<file path="src/design/skbs_pkg.sv">
// Shared types and constants for the sorted-key binary search block.
package skbs_pkg;

  localparam int unsigned IDX_W = 12;
  localparam int unsigned KEY_W = 64;
  localparam int unsigned OFS_W = 32;
  localparam int unsigned CNT_W = 13;
  localparam int unsigned CFG_W = 13;
  localparam int unsigned CFG_IDX_W = 1;

  localparam logic CMD_WRITE  = 1'b0;
  localparam logic CMD_LOOKUP = 1'b1;

  localparam logic [CFG_IDX_W-1:0] REG_ENTRY_COUNT   = 1'b0;
  localparam logic [CFG_IDX_W-1:0] REG_TABLE_PRESENT = 1'b1;

  typedef enum logic [1:0] {
    ST_WRITTEN    = 2'd0,
    ST_FOUND      = 2'd1,
    ST_NOT_FOUND  = 2'd2,
    ST_NOT_LOADED = 2'd3
  } status_t;

  typedef enum logic [1:0] {
    S_IDLE,
    S_WRITE,
    S_PROBE,
    S_COMPARE
  } state_t;

  // Commands from the controller to the datapath.
  typedef struct packed {
    logic    load;
    logic    wr_en;
    logic    step;
    logic    finish;
    status_t fin_status;
  } skbs_cmd_t;

  // Status from the datapath to the controller.
  typedef struct packed {
    logic in_lookup;
    logic present;
    logic range_open;
    logic key_eq;
  } skbs_stat_t;

endpackage

</file>
<file path="src/design/skbs_ctrl.sv">
// Controller state machine that sequences writes and binary search probes.
module skbs_ctrl
  import skbs_pkg::*;
(
  input  logic       clk,
  input  logic       rst_n,
  input  logic       start,
  input  skbs_stat_t stat,
  output skbs_cmd_t  cmd,
  output logic       busy
);

  state_t state_r;
  state_t state_nxt;

  always_ff @(posedge clk) begin
    if (!rst_n) begin
      state_r <= S_IDLE;
    end else begin
      state_r <= state_nxt;
    end
  end

  always_comb begin
    state_nxt      = state_r;
    cmd.load       = 1'b0;
    cmd.wr_en      = 1'b0;
    cmd.step       = 1'b0;
    cmd.finish     = 1'b0;
    cmd.fin_status = ST_WRITTEN;
    unique case (state_r)
      S_IDLE: begin
        if (start) begin
          cmd.load = 1'b1;
          if (!stat.in_lookup) begin
            state_nxt = S_WRITE;
          end else if (!stat.present) begin
            // No table to search: answer at once and stay idle.
            cmd.finish     = 1'b1;
            cmd.fin_status = ST_NOT_LOADED;
          end else begin
            state_nxt = S_PROBE;
          end
        end
      end
      S_WRITE: begin
        cmd.wr_en      = 1'b1;
        cmd.finish     = 1'b1;
        cmd.fin_status = ST_WRITTEN;
        state_nxt      = S_IDLE;
      end
      S_PROBE: begin
        // The read of the middle entry is issued in this cycle.
        if (stat.range_open) begin
          state_nxt = S_COMPARE;
        end else begin
          cmd.finish     = 1'b1;
          cmd.fin_status = ST_NOT_FOUND;
          state_nxt      = S_IDLE;
        end
      end
      S_COMPARE: begin
        if (stat.key_eq) begin
          cmd.finish     = 1'b1;
          cmd.fin_status = ST_FOUND;
          state_nxt      = S_IDLE;
        end else begin
          cmd.step  = 1'b1;
          state_nxt = S_PROBE;
        end
      end
      default: begin
        state_nxt = S_IDLE;
      end
    endcase
  end

  assign busy = (state_r != S_IDLE);

endmodule

</file>
<file path="config.mk">
export PLATFORM = sky130hd
export DESIGN_NAME = skbs_ctrl
export DESIGN_NICKNAME = d
export VERILOG_FILES = /design/src/design/skbs_pkg.sv /design/src/design/skbs_ctrl.sv
export SDC_FILE = /design/constraint.sdc
export NUM_CORES = 1
export LEC_CHECK = 0
export BUFFER_PORTS_ARGS = -buffer_cell sky130_fd_sc_hd__buf_4
export CORE_AREA = 2 2 39 41
export DETAILED_ROUTE_END_ITERATION = 8
export DIE_AREA = 0 0 41 43
export HOLD_SLACK_MARGIN = 0.15
export PLACE_DENSITY = 0.41
export SETUP_SLACK_MARGIN = 0.05
export SLEW_MARGIN = 5
export SYNTH_ARGS = -nofsm -noshare
export SYNTH_HDL_FRONTEND = slang
export SYNTH_SLANG_ARGS = --single-unit
</file>
<file path="constraint.sdc">
create_clock -name clk -period 1.6 [get_ports clk]
set_input_delay 0.32 -clock clk [delete_from_list [all_inputs] [get_ports clk]]
set_output_delay 0.32 -clock clk [all_outputs]
set_load 0.02 [all_outputs]
</file>
==> impl_metrics.yaml, run 1 <==
placed_design:
  portBuffers: 13
  gp_congestion: 0.662
  placed_cell_area_um2: 292
detailed_routing:
  drt_iter0_drc: 2
  wl_met2_um: 246
  first_pass_iters: 4
  maxUsedRoutingLayer: "met4"
  wl_met1_um: 203
  vias: 221
  met3RoutedLength_um: 42
  via_per_inst: 4.02
  drc_errors: 0
  wirelength_um: 514
  wl_per_cell_um: 9.35
  ant_nets: 0
setup_path:
  reg2reg_depth: 3
  critPathBufInv: 1
  r2r-end: "state_r[1]$_SDFFE_PN0P_"
  r2r_slack_ns: 0.56
  crit_end: "cmd[2]"
  critical_path_required_ns: 1.28
  path_class: "reg2out"
  worstPathMaxFanout: 9
  crit_family: "flip-flops"
  path_cells: "nand2_1 > o21ai_1 > a21oi_1 > buf_4"
  crit_path_end_kind: "output pin"
  slowest_stage: "dfxtp_2"
  critical_path_arrival_ns: 1.10
  critPathLaunch: "state_r[1]$_SDFFE_PN0P_"
  slowest_delay_ns: 0.42
  reg2reg_from: "state_r[0]$_SDFFE_PN0P_"
  cp_num_cells: 4
  cp-start-kind: "flop"
cells_and_area:
  finalInstanceArea_um2: 317
  largest_reg_flops: 2
  reg.largest.list: "state_r (2)"
  nNetsFinal: 48
  diodes: 0
  drive_gt1_frac: 0.538
  n_fill_cell: 163
  syn_to_final_growth_pct: 78.2
  top_register: "state_r"
synthesis:
  syn_area_um2: 178
  synth_warnings: 0
  avgSynthCellArea_um2: 7.40
  yosysTopAreaCell: "dfxtp_1"
  synth_top_area_frac: 0.225
  synth_area_leaders: "dfxtp_1 (23%), and3b_1 (9.9%), nor2_1 (8.5%), buf_6 (6.3%), mux2i_1 (5.6%)"
  synth.net_count: 31
  synthDistinctLibCells: 16
  yosysSeqAreaShare: 0.225
  postSynthCellCount: 24
  ys_ff_latch: 2
die:
  ios: 14
  dieArea_mm2: 0.00176
  die_x_um: 41
  die_y_um: 43
  row_count: 14
  placeableCoreArea_mm2: 0.00138
  initial_utilization: 0.128
worst_hold_path:
  hp-class: "in2reg"
pwr:
  power.total_mw: 0.267
  p_leak_nw: 0.157
  power.density_mw_per_mm2: 844
  ir_drop_mv: 0.145
timing:
  fin_tns_setup_ns: 0
  rsz0062_at_grt: "false"
  fin_crit_sh: 0.890
  fin_worst_skew_ns: 0.00330
  worst-slew-pin-transition_ns: 0.232
  fin_crit_ns: 1.42
  relSlewSlack: 0.844
  fmax_mhz: 702
  timing.hold.ws_ns: 0.348
  slew_violations: 0
  setup_viol: 0
  hold_viol_final: 0
clock_tree:
  clkSlewWorstSetupHoldPaths_ns: 0.03
  cts_setup_buffers: 0
  clk_path_buf_depth: 2
  tritoncts: "yes"
  cts_resized: 1
  clk_latency_ns: 0.23
  htreeDepth: 1
  cts_root_buffer: "clkbuf_4"
  cts_buffers: 3
  holdBufCountCts: 0
  clock-sinks: 2
run:
  max_cap_violations: 0
grt:
  grt_pass1_vias: 236
  overflow: 0
  grt_pass1_wl_um: 876
  antenna_found_initial: 0
  grtUsageTotal: 0.0820
  grt_max_degree: 10
run_status:
  status: "completed"
[cell families (layout without fill, tap and decap cells)]
group,after synthesis,after routing,synth area share
compound gates,6,6,0.218
buf+inv,3,18,0.106
simple gates,12,12,0.394
mux,1,1,0.0563
flops,2,2,0.225
[cell usage after synthesis]
cell type	n
nor2_1	4
and3b_1	2
dfxtp_1	2
inv_1	2
nand2_1	2
o21ai_0	2
a21oi_1	1
a21oi_2	1
buf_6	1
mux2i_1	1
nand2b_1	1
nand3_1	1
nor4bb_1	1
o22ai_1	1
o41ai_1	1
or2_4	1
[worst min path at each step]
stage	start	endpoint	slack, ns	cells after the start
after global routing	rst_n	state_r[0]$_SDFFE_PN0P_	0.36	2
after floorplan	rst_n	state_r[0]$_SDFFE_PN0P_	0.48	1
after detailed placement	rst_n	state_r[1]$_SDFFE_PN0P_	0.58	2
after global placement	rst_n	state_r[1]$_SDFFE_PN0P_	0.58	2
final	rst_n	state_r[1]$_SDFFE_PN0P_	0.35	2
after CTS	rst_n	state_r[1]$_SDFFE_PN0P_	0.34	2
[cell type report]
type	count	area, um^2	share of cell area
multi-input cells	19	126	0.399
repair buffers	13	97.6	0.308
flip-flops and latches	2	42.5	0.134
clock buffers	3	22.5	0.0711
well taps	16	20.0	0.0632
inverters	2	7.51	0.0237
[metrics by stage]
step           std cells  setup WS, ns   util
6_report              55         0.176  0.229
3_5_place_dp          52         0.149  0.211
2_1_floorplan         24         0.253      -
5_1_grt               55        0.0781  0.229
3_3_place_gp          52         0.138  0.211
4_1_cts               55        0.0944  0.228
[placed cells by master (no fill, tap or decap), drive strengths merged, types with 2 or more instances in the layout]
cell    instances
buf            13
nor2            4
clkbuf          3
inv             2
and3b           2
nand2           2
dfxtp           2
o21ai           2
a21oi           2
[power by group]
group | total [mW] | internal, mW | switching, mW
clock | 0.115 | 0.0830 | 0.0319
sequential | 0.0635 | 0.0547 | 0.00883
combinational | 0.0889 | 0.0456 | 0.0433
[routing by layer]
metal  up-vias  GRT usage
met1        94     0.0794
met5         -          0
met3         3     0.0157
met4         0      0.120
met2        10      0.113
li1        114          -
No activity file was read; power rests on OpenSTA's default activity.
==> inputs of run 2 (changes only) <==
Settings changed: PLACE_DENSITY 0.41 to 0.34.
==> impl_metrics.yaml, run 2 (synthesis gave the netlist of run 1 again) <==
run_status:
  status: "completed"
detailed_routing:
  wirelength_um: 507
  wl_per_cell_um: 9.22
  drc_errors: 0
  first_pass_iters: 3
  ant_nets: 0
  drt_iter0_drc: 1
  vias: 222
  via_per_inst: 4.04
clock_tree:
  clk_path_buf_depth: 2
  clkSlewWorstSetupHoldPaths_ns: 0.03
  tritoncts: "yes"
  clock-sinks: 2
  cts_buffers: 3
  clk_latency_ns: 0.22
  htreeDepth: 1
  cts_root_buffer: "clkbuf_4"
cells_and_area:
  layout.cells.non_filler: 55
  n_fill_cell: 162
  top_register: "state_r"
  drive_gt1_frac: 0.538
  diodes: 0
  reg.largest.list: "state_r (2)"
  utilization: 0.231
  syn_to_final_growth_pct: 79.6
  finalInstanceArea_um2: 319
  final_common_cell: "buf_4"
  largest_reg_flops: 2
  nNetsFinal: 48
  final_cell_mix: "buf_4 (13), nor2_1 (4), clkbuf_4 (3)"
setup_path:
  cp-start-kind: "flop"
  critical_path_arrival_ns: 1.10
  path_class: "reg2out"
  critical_path_required_ns: 1.28
  crit_path_end_kind: "output pin"
  reg2reg_depth: 3
  reg2reg_from: "state_r[0]$_SDFFE_PN0P_"
  worstPathMaxFanout: 8
  r2r_slack_ns: 0.58
  r2r-end: "state_r[1]$_SDFFE_PN0P_"
worst_hold_path:
  worstHoldPathCells: 2
  hold-path-endpoint: "state_r[1]$_SDFFE_PN0P_"
  hp-class: "in2reg"
  min_from: "rst_n"
placed_design:
  dp_cells: 52
  dp_slack_ns: 0.161
  placed_cell_area_um2: 292
  portBuffers: 13
  hpwl_um: 435
  gp_congestion: 0.626
die:
  ios: 14
  die_y_um: 43
  row_count: 14
  dieArea_mm2: 0.00176
  placeableCoreArea_mm2: 0.00138
  initial_utilization: 0.128
  die_x_um: 41
grt:
  overflow: 0
  antenna_found_initial: 0
  grt_pass1_vias: 231
  grt_max_degree: 10
  grtUsageTotal: 0.0811
  grt_pass1_wl_um: 959
pwr:
  power.total_mw: 0.259
  power.density_mw_per_mm2: 811
  p_leak_nw: 0.157
  ir_drop_mv: 0.177
timing:
  hold_viol_final: 0
  rsz0062_at_grt: "false"
  fin_crit_ns: 1.42
  relSlewSlack: 0.837
  worst-slew-pin-transition_ns: 0.242
  worst_slack_ns: 0.180
  fin_worst_skew_ns: 0.00155
  timing.hold.ws_ns: 0.352
  fmax_mhz: 704
  fin_crit_sh: 0.888
  slew_violations: 0
  fin_tns_setup_ns: 0
  setup_viol: 0
run:
  max_cap_violations: 0
run 2: layout make-up:
cell class / instances / area [um^2] / area share
inverters: 2 / 7.51 / 0.0235
repair buffers: 13 / 97.6 / 0.306
well taps: 16 / 20.0 / 0.0627
multi-input cells: 19 / 126 / 0.396
clock buffers: 3 / 22.5 / 0.0706
flip-flops and latches: 2 / 45.0 / 0.141
run 2: critical path: stages (launching register included):
cell	delay (ns)
dfxtp_2	0.35
o41ai_2	0.34
buf_4	0.19
run 2: worst max-delay path by stage:
stage	start	endpoint	slack (ns)	cells after the start
6_report	state_r[0]$_SDFFE_PN0P_	cmd[0]	0.18	2
5_1_grt	state_r[1]$_SDFFE_PN0P_	cmd[2]	0.11	4
4_1_cts	state_r[0]$_SDFFE_PN0P_	cmd[2]	0.1	4
3_5_place_dp	stat[3]	cmd[2]	0.16	5
3_3_place_gp	stat[3]	cmd[2]	0.16	5
2_1_floorplan	state_r[0]$_SDFFE_PN0P_	cmd[2]	0.25	3
run 2: power breakdown:
part,internal [mW],switching (mW),total [mW]
clock,0.0823,0.0244,0.107
sequential,0.0541,0.00815,0.0622
combinational,0.0455,0.0442,0.0897
total,0.182,0.0767,0.259
run 2: timing repair:
item                       4_1_cts  5_1_grt
hold buffers                     0        0
pin swaps                        0        1
resized for setup                1        3
gates cloned                     0        0
setup endpoints to repair        1        1
buffers inserted                 0        0
run 2: per-layer routing:
metal  wire (um)  vias up  track usage
li1            -      114            -
met1         195      100       0.0892
met2         272        8        0.119
met3          40        0       0.0314
met4           0        0       0.0600
met5           0        -            0
